### src/rtl/core/lbmp_pkg.sv
// Shared types, constants and tables for the lidar beam to map point block.
// Used by lbmp_ctrl, lbmp_dp and lidar_beam_to_map_point; depends on nothing.
`default_nettype none
package lbmp_pkg;

  localparam int MaxBeams    = 4096;
  localparam int CordicSteps = 16;
  localparam int IterW       = (CordicSteps > 1) ? $clog2(CordicSteps) : 1;

  localparam int InDataW  = 176;
  localparam int OutDataW = 48;
  localparam int CfgIdxW  = 3;
  localparam int CfgDataW = 24;

  // configuration register indexes
  localparam logic [CfgIdxW-1:0] CfgLaserOffX  = 3'd0;
  localparam logic [CfgIdxW-1:0] CfgLaserOffY  = 3'd1;
  localparam logic [CfgIdxW-1:0] CfgLaserYaw   = 3'd2;
  localparam logic [CfgIdxW-1:0] CfgMinFilter  = 3'd3;
  localparam logic [CfgIdxW-1:0] CfgMaxRange   = 3'd4;
  localparam logic [CfgIdxW-1:0] CfgAngleStart = 3'd5;
  localparam logic [CfgIdxW-1:0] CfgAngleStep  = 3'd6;

  // item kinds
  localparam logic FuncPose = 1'b0;
  localparam logic FuncBeam = 1'b1;

  // datapath actions
  localparam logic [3:0] ActNone     = 4'd0;
  localparam logic [3:0] ActLoad     = 4'd1;
  localparam logic [3:0] ActNum      = 4'd2;
  localparam logic [3:0] ActVecInit  = 4'd3;
  localparam logic [3:0] ActVecIter  = 4'd4;
  localparam logic [3:0] ActRotPose  = 4'd5;
  localparam logic [3:0] ActRotBeam  = 4'd6;
  localparam logic [3:0] ActRotIter  = 4'd7;
  localparam logic [3:0] ActRotFin   = 4'd8;
  localparam logic [3:0] ActPoseDone = 4'd9;
  localparam logic [3:0] ActLx       = 4'd10;
  localparam logic [3:0] ActLy       = 4'd11;
  localparam logic [3:0] ActMx       = 4'd12;
  localparam logic [3:0] ActOut      = 4'd13;

  // multiplier operand pairs
  localparam logic [3:0] MulWz  = 4'd0;
  localparam logic [3:0] MulXy  = 4'd1;
  localparam logic [3:0] MulWw  = 4'd2;
  localparam logic [3:0] MulXx  = 4'd3;
  localparam logic [3:0] MulYy  = 4'd4;
  localparam logic [3:0] MulZz  = 4'd5;
  localparam logic [3:0] MulIdx = 4'd6;
  localparam logic [3:0] MulRc  = 4'd7;
  localparam logic [3:0] MulRs  = 4'd8;
  localparam logic [3:0] MulLxc = 4'd9;
  localparam logic [3:0] MulLys = 4'd10;
  localparam logic [3:0] MulLxs = 4'd11;
  localparam logic [3:0] MulLyc = 4'd12;

  // accumulator operations
  localparam logic [1:0] AccHold = 2'd0;
  localparam logic [1:0] AccLoad = 2'd1;
  localparam logic [1:0] AccAdd  = 2'd2;
  localparam logic [1:0] AccSub  = 2'd3;

  typedef struct packed {
    logic [3:0]       act;
    logic [3:0]       mul_sel;
    logic [1:0]       acc_op;
    logic [IterW-1:0] iter;
  } cmd_t;

  typedef struct packed {
    logic drop;
    logic out_busy;
  } status_t;

  // atan(2^-i) in turns*2^24
  function automatic logic [21:0] atan_lut(input logic [4:0] i);
    logic [21:0] v;
    case (i)
      5'd0:  v = 22'd2097152;
      5'd1:  v = 22'd1238021;
      5'd2:  v = 22'd654136;
      5'd3:  v = 22'd332050;
      5'd4:  v = 22'd166669;
      5'd5:  v = 22'd83416;
      5'd6:  v = 22'd41718;
      5'd7:  v = 22'd20860;
      5'd8:  v = 22'd10430;
      5'd9:  v = 22'd5215;
      5'd10: v = 22'd2608;
      5'd11: v = 22'd1304;
      5'd12: v = 22'd652;
      5'd13: v = 22'd326;
      5'd14: v = 22'd163;
      5'd15: v = 22'd81;
      5'd16: v = 22'd41;
      5'd17: v = 22'd20;
      5'd18: v = 22'd10;
      5'd19: v = 22'd5;
      5'd20: v = 22'd3;
      5'd21: v = 22'd1;
      5'd22: v = 22'd1;
      default: v = 22'd0;
    endcase
    return v;
  endfunction

endpackage
`default_nettype wire

### src/rtl/core/lbmp_ctrl.sv
// Sequencer for the lidar beam to map point block: steps the shared multiplier
// and CORDIC through pose and beam work. Depends on lbmp_pkg.
`default_nettype none
module lbmp_ctrl (
  input  wire logic             clk_i,
  input  wire logic             rst_ni,
  input  wire logic             in_valid_i,
  input  wire logic             in_func_i,
  output logic                  in_ready_o,
  input  wire lbmp_pkg::status_t status_i,
  output lbmp_pkg::cmd_t        cmd_o
);

  localparam logic [4:0] SIdle  = 5'd0;
  localparam logic [4:0] SP1    = 5'd1;
  localparam logic [4:0] SP2    = 5'd2;
  localparam logic [4:0] SP3    = 5'd3;
  localparam logic [4:0] SP4    = 5'd4;
  localparam logic [4:0] SP5    = 5'd5;
  localparam logic [4:0] SP6    = 5'd6;
  localparam logic [4:0] SP7    = 5'd7;
  localparam logic [4:0] SVInit = 5'd8;
  localparam logic [4:0] SVIter = 5'd9;
  localparam logic [4:0] SRPose = 5'd10;
  localparam logic [4:0] SRIter = 5'd11;
  localparam logic [4:0] SRFin  = 5'd12;
  localparam logic [4:0] SPDone = 5'd13;
  localparam logic [4:0] SB0    = 5'd14;
  localparam logic [4:0] SB1    = 5'd15;
  localparam logic [4:0] SRBeam = 5'd16;
  localparam logic [4:0] SM1    = 5'd17;
  localparam logic [4:0] SM2    = 5'd18;
  localparam logic [4:0] SM3    = 5'd19;
  localparam logic [4:0] SM4    = 5'd20;
  localparam logic [4:0] SM5    = 5'd21;
  localparam logic [4:0] SM6    = 5'd22;
  localparam logic [4:0] SM7    = 5'd23;
  localparam logic [4:0] SM8    = 5'd24;
  localparam logic [4:0] SOut   = 5'd25;

  localparam logic [lbmp_pkg::IterW-1:0] IterLast =
    lbmp_pkg::IterW'(lbmp_pkg::CordicSteps - 1);

  logic [4:0]                  state_q, state_d;
  logic [lbmp_pkg::IterW-1:0]  iter_q, iter_d;
  logic                        beam_q, beam_d;

  assign in_ready_o = (state_q == SIdle);

  always_comb begin
    state_d        = state_q;
    iter_d         = iter_q;
    beam_d         = beam_q;
    cmd_o.act      = lbmp_pkg::ActNone;
    cmd_o.mul_sel  = lbmp_pkg::MulWz;
    cmd_o.acc_op   = lbmp_pkg::AccHold;
    cmd_o.iter     = iter_q;
    case (state_q)
      SIdle: begin
        iter_d = '0;
        if (in_valid_i) begin
          cmd_o.act = lbmp_pkg::ActLoad;
          beam_d    = (in_func_i == lbmp_pkg::FuncBeam);
          state_d   = (in_func_i == lbmp_pkg::FuncBeam) ? SB0 : SP1;
        end
      end
      SP1: begin
        cmd_o.mul_sel = lbmp_pkg::MulWz;
        state_d = SP2;
      end
      SP2: begin
        cmd_o.mul_sel = lbmp_pkg::MulXy;
        cmd_o.acc_op  = lbmp_pkg::AccLoad;
        state_d = SP3;
      end
      SP3: begin
        cmd_o.mul_sel = lbmp_pkg::MulWw;
        cmd_o.acc_op  = lbmp_pkg::AccAdd;
        state_d = SP4;
      end
      SP4: begin
        cmd_o.mul_sel = lbmp_pkg::MulXx;
        cmd_o.acc_op  = lbmp_pkg::AccLoad;
        cmd_o.act     = lbmp_pkg::ActNum;
        state_d = SP5;
      end
      SP5: begin
        cmd_o.mul_sel = lbmp_pkg::MulYy;
        cmd_o.acc_op  = lbmp_pkg::AccAdd;
        state_d = SP6;
      end
      SP6: begin
        cmd_o.mul_sel = lbmp_pkg::MulZz;
        cmd_o.acc_op  = lbmp_pkg::AccSub;
        state_d = SP7;
      end
      SP7: begin
        cmd_o.acc_op = lbmp_pkg::AccSub;
        state_d = SVInit;
      end
      SVInit: begin
        cmd_o.act = lbmp_pkg::ActVecInit;
        state_d = SVIter;
      end
      SVIter: begin
        cmd_o.act = lbmp_pkg::ActVecIter;
        iter_d = iter_q + 1'b1;
        if (iter_q == IterLast) begin
          iter_d  = '0;
          state_d = SRPose;
        end
      end
      SRPose: begin
        cmd_o.act = lbmp_pkg::ActRotPose;
        state_d = SRIter;
      end
      SRIter: begin
        cmd_o.act = lbmp_pkg::ActRotIter;
        iter_d = iter_q + 1'b1;
        if (iter_q == IterLast) begin
          iter_d  = '0;
          state_d = SRFin;
        end
      end
      SRFin: begin
        cmd_o.act = lbmp_pkg::ActRotFin;
        state_d = beam_q ? SM1 : SPDone;
      end
      SPDone: begin
        cmd_o.act = lbmp_pkg::ActPoseDone;
        state_d = SIdle;
      end
      SB0: begin
        cmd_o.mul_sel = lbmp_pkg::MulIdx;
        state_d = status_i.drop ? SIdle : SB1;
      end
      SB1: begin
        cmd_o.acc_op = lbmp_pkg::AccLoad;
        state_d = SRBeam;
      end
      SRBeam: begin
        cmd_o.act = lbmp_pkg::ActRotBeam;
        state_d = SRIter;
      end
      SM1: begin
        cmd_o.mul_sel = lbmp_pkg::MulRc;
        state_d = SM2;
      end
      SM2: begin
        cmd_o.mul_sel = lbmp_pkg::MulRs;
        cmd_o.acc_op  = lbmp_pkg::AccLoad;
        state_d = SM3;
      end
      SM3: begin
        cmd_o.act    = lbmp_pkg::ActLx;
        cmd_o.acc_op = lbmp_pkg::AccLoad;
        state_d = SM4;
      end
      SM4: begin
        cmd_o.act     = lbmp_pkg::ActLy;
        cmd_o.mul_sel = lbmp_pkg::MulLxc;
        state_d = SM5;
      end
      SM5: begin
        cmd_o.mul_sel = lbmp_pkg::MulLys;
        cmd_o.acc_op  = lbmp_pkg::AccLoad;
        state_d = SM6;
      end
      SM6: begin
        cmd_o.mul_sel = lbmp_pkg::MulLxs;
        cmd_o.acc_op  = lbmp_pkg::AccSub;
        state_d = SM7;
      end
      SM7: begin
        cmd_o.mul_sel = lbmp_pkg::MulLyc;
        cmd_o.act     = lbmp_pkg::ActMx;
        cmd_o.acc_op  = lbmp_pkg::AccLoad;
        state_d = SM8;
      end
      SM8: begin
        cmd_o.acc_op = lbmp_pkg::AccAdd;
        state_d = SOut;
      end
      SOut: begin
        // hold until the previous result beat has left
        if (!status_i.out_busy) begin
          cmd_o.act = lbmp_pkg::ActOut;
          state_d = SIdle;
        end
      end
      default: state_d = SIdle;
    endcase
  end

  always_ff @(posedge clk_i or negedge rst_ni) begin
    if (!rst_ni) begin
      state_q <= SIdle;
      iter_q  <= '0;
      beam_q  <= 1'b0;
    end else begin
      state_q <= state_d;
      iter_q  <= iter_d;
      beam_q  <= beam_d;
    end
  end

endmodule
`default_nettype wire

### src/rtl/core/lbmp_dp.sv
// Datapath for the lidar beam to map point block: configuration and pose
// registers, shared multiplier with accumulator, shared CORDIC. Depends on lbmp_pkg.
`default_nettype none
module lbmp_dp (
  input  wire logic                            clk_i,
  input  wire logic                            rst_ni,
  input  wire logic                            cfg_we_i,
  input  wire logic [lbmp_pkg::CfgIdxW-1:0]    cfg_idx_i,
  input  wire logic [lbmp_pkg::CfgDataW-1:0]   cfg_data_i,
  input  wire logic [lbmp_pkg::InDataW-1:0]    in_data_i,
  output logic [lbmp_pkg::OutDataW-1:0]        out_data_o,
  output logic                                 out_valid_o,
  input  wire logic                            out_ready_i,
  input  wire lbmp_pkg::cmd_t                  cmd_i,
  output lbmp_pkg::status_t                    status_o
);

  localparam logic signed [35:0] RotX0     = 36'sd163008219;
  localparam logic signed [24:0] QuarterT  = 25'sd4194304;
  localparam logic signed [24:0] HalfT     = 25'sd8388608;

  // configuration
  logic [23:0] off_x_q, off_y_q, off_yaw_q, ang_start_q, ang_step_q;
  logic [15:0] min_filt_q, max_range_q;

  // pose state
  logic               pose_valid_q;
  logic signed [23:0] robot_x_q, robot_y_q;
  logic signed [15:0] yaw_cos_q, yaw_sin_q;

  // latched item
  logic [lbmp_pkg::InDataW-1:0] item_q;
  logic [15:0]        f_range, f_rmin, f_rmax;
  logic               f_finite;
  logic [11:0]        f_idx;
  logic signed [15:0] f_qx, f_qy, f_qz, f_qw;

  assign f_range  = item_q[15:0];
  assign f_finite = item_q[16];
  assign f_idx    = item_q[28:17];
  assign f_rmin   = item_q[44:29];
  assign f_rmax   = item_q[60:45];
  assign f_qx     = item_q[124:109];
  assign f_qy     = item_q[140:125];
  assign f_qz     = item_q[156:141];
  assign f_qw     = item_q[172:157];

  // range filter
  logic [16:0] lo_lim;
  logic [15:0] hi_lim;
  logic        drop;
  always_comb begin
    lo_lim = {1'b0, f_rmin} + {1'b0, min_filt_q};
    hi_lim = (f_rmax < max_range_q) ? f_rmax : max_range_q;
    drop   = !pose_valid_q || !f_finite || ({1'b0, f_range} < lo_lim) ||
             (f_range > hi_lim) || (32'(f_idx) >= 32'(lbmp_pkg::MaxBeams));
  end

  // multiplier and accumulator
  logic signed [39:0] ma;
  logic signed [17:0] mb;
  logic signed [57:0] prod_q, acc_q;
  logic signed [16:0] c_q, s_q;
  logic signed [39:0] lx_q, ly_q;
  logic signed [29:0] mx_q;

  always_comb begin
    ma = 40'sd0;
    mb = 18'sd0;
    case (cmd_i.mul_sel)
      lbmp_pkg::MulWz:  begin ma = 40'(f_qw); mb = 18'(f_qz); end
      lbmp_pkg::MulXy:  begin ma = 40'(f_qx); mb = 18'(f_qy); end
      lbmp_pkg::MulWw:  begin ma = 40'(f_qw); mb = 18'(f_qw); end
      lbmp_pkg::MulXx:  begin ma = 40'(f_qx); mb = 18'(f_qx); end
      lbmp_pkg::MulYy:  begin ma = 40'(f_qy); mb = 18'(f_qy); end
      lbmp_pkg::MulZz:  begin ma = 40'(f_qz); mb = 18'(f_qz); end
      lbmp_pkg::MulIdx: begin
        ma = 40'($signed(ang_step_q));
        mb = $signed({6'd0, f_idx});
      end
      lbmp_pkg::MulRc:  begin ma = $signed({24'd0, f_range}); mb = 18'(c_q); end
      lbmp_pkg::MulRs:  begin ma = $signed({24'd0, f_range}); mb = 18'(s_q); end
      lbmp_pkg::MulLxc: begin ma = lx_q; mb = 18'(yaw_cos_q); end
      lbmp_pkg::MulLys: begin ma = ly_q; mb = 18'(yaw_sin_q); end
      lbmp_pkg::MulLxs: begin ma = lx_q; mb = 18'(yaw_sin_q); end
      lbmp_pkg::MulLyc: begin ma = ly_q; mb = 18'(yaw_cos_q); end
      default: ;
    endcase
  end

  always_ff @(posedge clk_i) begin
    prod_q <= 58'(ma * mb);
    case (cmd_i.acc_op)
      lbmp_pkg::AccLoad: acc_q <= prod_q;
      lbmp_pkg::AccAdd:  acc_q <= acc_q + prod_q;
      lbmp_pkg::AccSub:  acc_q <= acc_q - prod_q;
      default: ;
    endcase
  end

  // CORDIC, one step a cycle
  logic signed [35:0] cx_q, cy_q, xs, ys;
  logic signed [25:0] cz_q, atn;
  logic               neg_q, zero_q, dir;
  logic [23:0]        rot_ang;
  logic signed [24:0] ra;
  logic signed [21:0] cfx, cfy;

  always_comb begin
    xs  = cx_q >>> cmd_i.iter;
    ys  = cy_q >>> cmd_i.iter;
    atn = $signed({4'd0, lbmp_pkg::atan_lut(5'(cmd_i.iter))});
    dir = (cmd_i.act == lbmp_pkg::ActVecIter) ? cy_q[35] : !cz_q[25];
    if (cmd_i.act == lbmp_pkg::ActRotPose) begin
      rot_ang = zero_q ? 24'd0 : cz_q[23:0];
    end else begin
      rot_ang = ang_start_q + acc_q[23:0] + off_yaw_q;
    end
    ra = 25'($signed(rot_ang));
    cfx = 22'((cx_q + 36'sd8192) >>> 14);
    cfy = 22'((cy_q + 36'sd8192) >>> 14);
  end

  always_ff @(posedge clk_i) begin
    case (cmd_i.act)
      lbmp_pkg::ActNum: cy_q <= 36'(acc_q) <<< 1;
      lbmp_pkg::ActVecInit: begin
        zero_q <= (acc_q == 58'sd0) && (cy_q == 36'sd0);
        if (acc_q[57]) begin
          cx_q <= -36'(acc_q);
          cy_q <= -cy_q;
          cz_q <= 26'(HalfT);
        end else begin
          cx_q <= 36'(acc_q);
          cz_q <= 26'sd0;
        end
      end
      lbmp_pkg::ActVecIter, lbmp_pkg::ActRotIter: begin
        if (dir) begin
          cx_q <= cx_q - ys;
          cy_q <= cy_q + xs;
          cz_q <= cz_q - atn;
        end else begin
          cx_q <= cx_q + ys;
          cy_q <= cy_q - xs;
          cz_q <= cz_q + atn;
        end
      end
      lbmp_pkg::ActRotPose, lbmp_pkg::ActRotBeam: begin
        cx_q <= RotX0;
        cy_q <= 36'sd0;
        // fold into the right half plane, flip the result back later
        if (ra > QuarterT) begin
          cz_q  <= 26'(ra - HalfT);
          neg_q <= 1'b1;
        end else if (ra < -QuarterT) begin
          cz_q  <= 26'(ra + HalfT);
          neg_q <= 1'b1;
        end else begin
          cz_q  <= 26'(ra);
          neg_q <= 1'b0;
        end
      end
      lbmp_pkg::ActRotFin: begin
        c_q <= neg_q ? -17'(cfx) : 17'(cfx);
        s_q <= neg_q ? -17'(cfy) : 17'(cfy);
      end
      lbmp_pkg::ActLx: lx_q <= 40'(acc_q) + (40'($signed(off_x_q)) <<< 14);
      lbmp_pkg::ActLy: ly_q <= 40'(acc_q) + (40'($signed(off_y_q)) <<< 14);
      lbmp_pkg::ActMx: mx_q <= 30'((acc_q + 58'sd134217728) >>> 28);
      default: ;
    endcase
    if (cmd_i.act == lbmp_pkg::ActLoad) begin
      item_q <= in_data_i;
    end
  end

  // saturated result
  logic signed [29:0] my;
  logic signed [30:0] sum_x, sum_y;
  logic signed [23:0] sat_x, sat_y;
  always_comb begin
    my    = 30'((acc_q + 58'sd134217728) >>> 28);
    sum_x = 31'(mx_q) + 31'(robot_x_q);
    sum_y = 31'(my) + 31'(robot_y_q);
    if (sum_x > 31'sd8388607)       sat_x = 24'sh7FFFFF;
    else if (sum_x < -31'sd8388608) sat_x = 24'sh800000;
    else                            sat_x = 24'(sum_x);
    if (sum_y > 31'sd8388607)       sat_y = 24'sh7FFFFF;
    else if (sum_y < -31'sd8388608) sat_y = 24'sh800000;
    else                            sat_y = 24'(sum_y);
  end

  logic                               out_valid_q;
  logic [lbmp_pkg::OutDataW-1:0]      out_data_q;
  assign out_valid_o = out_valid_q;
  assign out_data_o  = out_data_q;
  assign status_o    = '{drop: drop, out_busy: out_valid_q};

  always_ff @(posedge clk_i) begin
    if (cmd_i.act == lbmp_pkg::ActOut) begin
      out_data_q <= {sat_y, sat_x};
    end
  end

  always_ff @(posedge clk_i or negedge rst_ni) begin
    if (!rst_ni) begin
      out_valid_q  <= 1'b0;
      pose_valid_q <= 1'b0;
      robot_x_q    <= '0;
      robot_y_q    <= '0;
      yaw_cos_q    <= 16'sd16384;
      yaw_sin_q    <= '0;
      off_x_q      <= '0;
      off_y_q      <= '0;
      off_yaw_q    <= 24'd333772;
      min_filt_q   <= 16'd256;
      max_range_q  <= 16'd10240;
      ang_start_q  <= '0;
      ang_step_q   <= '0;
    end else begin
      if (cmd_i.act == lbmp_pkg::ActOut) begin
        out_valid_q <= 1'b1;
      end else if (out_ready_i) begin
        out_valid_q <= 1'b0;
      end
      if (cmd_i.act == lbmp_pkg::ActPoseDone) begin
        pose_valid_q <= 1'b1;
        robot_x_q    <= item_q[84:61];
        robot_y_q    <= item_q[108:85];
        yaw_cos_q    <= 16'(c_q);
        yaw_sin_q    <= 16'(s_q);
      end
      if (cfg_we_i) begin
        case (cfg_idx_i)
          lbmp_pkg::CfgLaserOffX:  off_x_q     <= cfg_data_i;
          lbmp_pkg::CfgLaserOffY:  off_y_q     <= cfg_data_i;
          lbmp_pkg::CfgLaserYaw:   off_yaw_q   <= cfg_data_i;
          lbmp_pkg::CfgMinFilter:  min_filt_q  <= cfg_data_i[15:0];
          lbmp_pkg::CfgMaxRange:   max_range_q <= cfg_data_i[15:0];
          lbmp_pkg::CfgAngleStart: ang_start_q <= cfg_data_i;
          lbmp_pkg::CfgAngleStep:  ang_step_q  <= cfg_data_i;
          default: ;
        endcase
      end
    end
  end

endmodule
`default_nettype wire

### src/rtl/core/lidar_beam_to_map_point.sv
// Lidar beam to map point, one item at a time. A pose update keeps the input busy
// through the quaternion products and both CORDIC passes; a beam puts its result beat
// in the output register after the CORDIC rotation and the multiplier steps, later
// while the previous result still waits there. The 16-step CORDIC and the shared
// multiplier do this work. A dropped beam frees the input in the cycle after acceptance.
// Reset (rst_ni, async, low) clears the pose and loads configuration defaults.
`default_nettype none
module lidar_beam_to_map_point (
  input  wire logic                           clk_i,
  input  wire logic                           rst_ni,
  input  wire logic                           cfg_we_i,
  input  wire logic [lbmp_pkg::CfgIdxW-1:0]   cfg_idx_i,
  input  wire logic [lbmp_pkg::CfgDataW-1:0]  cfg_data_i,
  input  wire logic                           s_axis_tvalid,
  output logic                                s_axis_tready,
  // beam_range, range_finite, beam_index, scan_range_min, scan_range_max,
  // pose_x, pose_y, quat_x, quat_y, quat_z, quat_w, zero fill
  input  wire logic [lbmp_pkg::InDataW-1:0]   s_axis_tdata,
  // func
  input  wire logic                           s_axis_tuser,
  output logic                                m_axis_tvalid,
  input  wire logic                           m_axis_tready,
  // map_x, map_y
  output logic [lbmp_pkg::OutDataW-1:0]       m_axis_tdata
);

  lbmp_pkg::cmd_t    cmd;
  lbmp_pkg::status_t status;

  lbmp_ctrl u_ctrl (
    .clk_i      (clk_i),
    .rst_ni     (rst_ni),
    .in_valid_i (s_axis_tvalid),
    .in_func_i  (s_axis_tuser),
    .in_ready_o (s_axis_tready),
    .status_i   (status),
    .cmd_o      (cmd)
  );

  lbmp_dp u_dp (
    .clk_i       (clk_i),
    .rst_ni      (rst_ni),
    .cfg_we_i    (cfg_we_i),
    .cfg_idx_i   (cfg_idx_i),
    .cfg_data_i  (cfg_data_i),
    .in_data_i   (s_axis_tdata),
    .out_data_o  (m_axis_tdata),
    .out_valid_o (m_axis_tvalid),
    .out_ready_i (m_axis_tready),
    .cmd_i       (cmd),
    .status_o    (status)
  );

endmodule
`default_nettype wire

### config.mk
export PLATFORM = sky130hd
export DESIGN_NAME = lidar_beam_to_map_point
export DESIGN_NICKNAME = d
export VERILOG_FILES = /design/src/rtl/core/lbmp_pkg.sv /design/src/rtl/core/lbmp_ctrl.sv /design/src/rtl/core/lbmp_dp.sv /design/src/rtl/core/lidar_beam_to_map_point.sv
export SDC_FILE = /design/constraint.sdc
export NUM_CORES = 2
export LEC_CHECK = 0
export BUFFER_PORTS_ARGS = -buffer_cell sky130_fd_sc_hd__buf_2
export CAP_MARGIN = 20
export CORE_UTILIZATION = 38
export CTS_BUF_LIST = sky130_fd_sc_hd__clkbuf_4 sky130_fd_sc_hd__clkbuf_8
export DETAILED_ROUTE_END_ITERATION = 12
export PLACE_DENSITY = 0.57
export SYNTH_ARGS = -nofsm -noshare
export SYNTH_HDL_FRONTEND = slang
export SYNTH_SLANG_ARGS = --single-unit
### constraint.sdc
create_clock -name clk_i -period 14.9 [get_ports clk_i]
set_input_delay 2.98 -clock clk_i [delete_from_list [all_inputs] [get_ports clk_i]]
set_output_delay 2.98 -clock clk_i [all_outputs]
set_load 0.05 [all_outputs]
### Word level (Yosys, flattened, before mapping)

Memory sizes are Yosys's and may differ from the RTL's.
Cells that the tools add are included.

* register bits after elaboration: 825
* ROM bits: 352
* input bits: 209
* memories kept: 1

* reductions and logical operators: 43
* add/subtract/negate cells: 25
* equality and inequality tests: 65
* multiply operators: 1
* shift operators: 2
* muxes and demuxes: 40
* order comparisons: 9

Memories
* (name not given): words 16, width 22, read ports 1, clocked after memory_dff 0, wr ports 0, RTL line lbmp_pkg.sv:80 `case (i)`

Operators by type and width (count)
* $pmux W40 S8: 1
* $pmux W58 S3: 1
* $pmux W18 S9: 1
* $mux W36: 4
* $pmux W36 S4: 1
* $mux W24: 5
* $pmux W5 S24: 1
* $pmux W36 S3: 1
* $add A40 B38 Y40: 2
* $mux W26: 3
* $pmux W26 S3: 1
* $add A36 B36 Y36: 2
* $neg A36 Y36: 2
* $sshr A36 B4 Y36: 2
* $sub A36 B36 Y36: 2
* $add A30 B24 Y31: 2
* $add A31 B15 Y31 const B: 2
* $gt A31 B24 Y1 const B: 2
* $lt A31 B24 Y1 const B: 2
* $add A58 B29 Y58 const B: 1
* $add A58 B58 Y58: 1
* $logic_not A58 Y1: 1
* $mul A40 B18 Y58: 1
* $sub A58 B58 Y58: 1
* other kinds (53): 143

### Logic depth before layout (Yosys ltp)

* word-level depth: 8
* gate-level depth with buffers: 38
* gate-level depth less buffers: 34

### Cells and area by module

Synthesis repeated with hierarchy kept, for this count alone.

* cell total of the unflattened synthesis: 8397
* area total of the unflattened synthesis: 81420.6 µm²

By module, submodules not included
* lbmp_dp: area each 80323.3 µm², cells an instance 8254, instances 1
* lbmp_ctrl: area each 1097.3 µm², cells an instance 143, instances 1

### Least setup slack after synthesis

No wires, ideal clock.

* path kind: reg2reg
* start: register u_ctrl.state_q[0]
* end: register u_dp.prod_q[57]
* arrival time: 8.958 ns
* required time: 14.828 ns
* setup slack: 5.870 ns
* path buffers: 4
* stages on the path, launching flop included: 32
* clock period less this slack: 9.030 ns
* cell sequence: dfrtp_1 clkbuf_1 clkbuf_1 buf_2 buf_1 mux2i_1 o21ai_0 a2111oi_0 nor2_1 fa_1 inv_1 fa_1 fa_1 inv_1 fa_1 fa_1 inv_1 fa_1 inv_1 ha_1 a21oi_1 o21ai_0 and3_1 nor4_1 a21boi_0 o21ai_0 a31oi_1 o41ai_1 o21a_1 o21ai_0 a21oi_1 xnor2_1

* longest elaborated chain between the ends: 6

RTL lines
* from (decl): RTL line lbmp_ctrl.sv:44 `logic [4:0] state_q, state_d;`
* from (signal assigned): RTL line lbmp_ctrl.sv:197 `state_q <= SIdle;`
* from (signal assigned): RTL line lbmp_ctrl.sv:201 `state_q <= state_d;`
* $eq A5 B5 Y1, or another cell as far along: RTL line lbmp_ctrl.sv:58 `case (state_q)`
* $pmux W4 S12 (*): RTL line lbmp_ctrl.sv:58
* $eq A4 B4 Y1, or another cell as far along: RTL line lbmp_dp.sv:70 `case (cmd_i.mul_sel)`
* $reduce_or A2 Y1 (no line)
* $pmux W18 S9 / $pmux W40 S8 (equally long branches): RTL line lbmp_dp.sv:70
* $mul A40 B18 Y58 (*): RTL line lbmp_dp.sv:92 `prod_q <= 58'(ma * mb);`
* to (signal assigned): RTL line lbmp_dp.sv:92
* to (decl): RTL line lbmp_dp.sv:62 `logic signed [57:0] prod_q, acc_q;`

Every way passes the cells marked *; elsewhere a longest branch is shown, timed or not.
A chain may end at the register's enable or synchronous reset.

### Worst setup path after layout

* start: register u_ctrl.state_q[1]
* end: register u_dp.prod_q[57]

The elaborated chain is that of the path after synthesis.

==> metrics.txt <==
Worst setup EP type flop; Fin Setup TNS 0 ns; Pre-antenna DRT Iters 6; Post-Synthesis Cells 8520; max_slew headroom 0.2710; Worst EP required approximately 16 ns; H-tree Lvls 4; Unique masters post-synth 113; clk_lat worst skew 0.93 ns; Site Rows 169; Longest Clk Path Bufs 3; max incr delay on CP a little under 0.9 ns; post-CTS sizing 0; status completed; most used cell, CP fa_1; most frequent cells in the layout 982 x nand2_1, 953 x inv_1, 715 x fa_1, 523 x edfxtp_1, 516 x nor2_1; crit-path max FO 51; DR DRC count 0; root buf cell clkbuf_8; postcts setup bufs 0; Via density 5.620; Layout fillers 20690; CTS clk-pin slew, worst paths 0.06 ns; Buffers on Ports 255; Vias 65550; Fmax achieved 0.08943 GHz; commonest non-fill, non-tap cell in the layout nand2_1; Primary FF master, synth edfxtp_1; worst slew pin tran 1.079 ns; vias in the first global route 66230; largest net degree at the start of global routing 103; die area 217000 sq um; synthesized cell area slightly above 80000 sq um; Initial DRC Count roughly 5700; crit share post-route 0.7504; Post-Route WL approximately 270000 microns; RSZ-0062 raised after global routing no; Hold Violations, Final 0; Post-synth ARST share 0.2958; Post-synth EDFFs 523; Final Setup Violations 0; CTS tree yes; initial antenna violation count 21; routability cong. 0.9293; I/O pin total between 200 and 300; Final min period 11.18 ns; Clock Sinks 825; global-route wire length before repair 411600 microns; critical path's slowest cell dfrtp_1; Final ANT Viol Nets 0; max-cap violation count 0; grt total ovfl 0; critical setup path kind reg2reg; Tot GR Track Use 0.2487; Starting Density 0.3839; DR WL/cell 23.33 microns; Seq/Total Area, Yosys 0.2812; Worst Skew 0.09931 ns; Die Width between 400 and 500 microns; syn avg cell area 9.595 sq um; Die Ht ~470 microns; Arr. time, crit path 11.90 ns; share of cells above drive strength 1 0.1311; Final HPWL DP 205900 microns; Core Area around 210000 sq um; worst min path class reg2reg; Final nets 10120; Area Growth Syn to Fin 10.13%; # hold bufs at CTS 0; area share of the largest cell type after synthesis 0.1921; Slew Limit Fails 0; Ys Warns 0; largest cells by area after synthesis edfxtp_1 19%, fa_1 18%, ha_1 7.7%; flops & latches, synth slightly above 800; dominant cell type by area after synthesis edfxtp_1; Worst setup SP type flop; Num CTS Buffers roughly 160; syn_nets 9945
-- final cells by class --
| class | count | area (sq um) | area share |
|---|---|---|---|
| repair buffers | 404 | 2445 | 0.02716 |
| clock inverters | 57 | 676.9 | 0.007519 |
| well taps | 2821 | 3530 | 0.03921 |
| clock buffers | 238 | 2913 | 0.03235 |
| diodes | 11 | 27.53 | 0.0003057 |
| multi-input cells | 6346 | 53830 | 0.5979 |
| flip-flops and latches | 825 | 23010 | 0.2555 |
| inverters | 961 | 3607 | 0.04007 |
-- logic make-up after synthesis --
logic type | after synthesis | share of synthesized area
compound gates | 1739 | 0.1359
mux | 430 | 0.06901
simple gates | 2347 | 0.1326
flops | 825 | 0.2812
xor+xnor | 613 | 0.06576
fa+ha+maj | 1217 | 0.2519
buf+inv | 1349 | 0.06362
-- sequential cells by signal, summed over array words and instances, names as in the netlist, 30 cells and up --
| name | flops |
|---|---|
| u_dp.lx_q | 40 |
| u_dp.ly_q | 40 |
| u_dp.cy_q | 36 |
| u_dp.prod_q | 58 |
| u_dp.mx_q | 30 |
| u_dp.item_q | 173 |
| u_dp.cx_q | 36 |
| u_dp.acc_q | 58 |
| u_dp.out_data_o | 48 |
-- stage by stage --
stage | hold WS, ns | cell area, sq um | worst slack, ns | util | std cells
5_1_grt | 0.4874 | 90020 | 2.935 | 0.4228 | 11660
3_3_place_gp | 0.4609 | 86330 | 3.809 | 0.4054 | 11350
3_5_place_dp | 0.4539 | 86330 | 3.833 | 0.4054 | 11350
4_1_cts | 0.4659 | 89920 | 3.694 | 0.4223 | 11650
2_1_floorplan | 0.4260 | 81750 | 5.870 | - | 8520
6_report | 0.4474 | 90030 | 3.718 | 0.4228 | 11660
-- path summary, 6_finish.rpt --
path / startpoint / end / slack [ns] / cells past startpoint
min: u_dp.item_q[108] / u_dp.robot_y_q[23] / 0.45 / 1
min in group asynchronous: rst_ni / u_dp.min_filt_q[7] / 2.16 / 1
max in group asynchronous: rst_ni / u_dp.robot_y_q[17] / 10.79 / 3
min reg2reg: u_dp.item_q[108] / u_dp.robot_y_q[23] / 0.45 / 1
max reg2reg: u_ctrl.state_q[1] / u_dp.prod_q[57] / 3.72 / 35
max: u_ctrl.state_q[1] / u_dp.prod_q[57] / 3.72 / 35
-- synth_stat cells (33+ instances only) --
library cell,n
nor2b_1,65
nand4_1,61
mux2i_1,92
a22oi_1,44
nand2b_1,87
o211ai_1,36
nor2_1,524
nand3_1,138
dfxtp_1,58
o22ai_1,40
nor4_1,34
o21bai_1,50
o21ai_0,413
mux4_2,78
a211oi_1,41
edfxtp_1,523
or3_1,33
and2_1,122
inv_1,954
and3_1,72
buf_1,33
xor2_1,251
a21o_1,177
nand2_1,984
a21oi_1,488
o31ai_1,33
nor3_1,107
ha_1,501
mux2_2,251
xnor2_1,361
clkbuf_1,316
a31oi_1,55
fa_1,715
dfrtp_1,230
o21a_1,60
o21ai_1,35
-- per-layer routing --
layer | up-vias | wire, microns | track usage | part of all wire
li1 | 29710 | - | - | -
met5 | - | 34 | 0 | 0.00012
met3 | 448 | 21400 | 0.04340 | 0.079
met4 | 6 | 9063 | 0.08361 | 0.033
met1 | 32930 | 121000 | 0.3491 | 0.44
met2 | 2459 | 120600 | 0.3863 | 0.44
-- critical path, delay by kind of cell (launching register included) --
family	cells	cell delay (ns)
fa+ha+maj	7	3.04
xor+xnor	1	0.08
simple gates	7	1.65
buf+inv	8	2.21
flops	1	0.87
compound gates	12	3.03
Power is left out: the tool's default activity adds up to more than one toggle a clock period on the data nets, which glitch-free logic cannot reach.
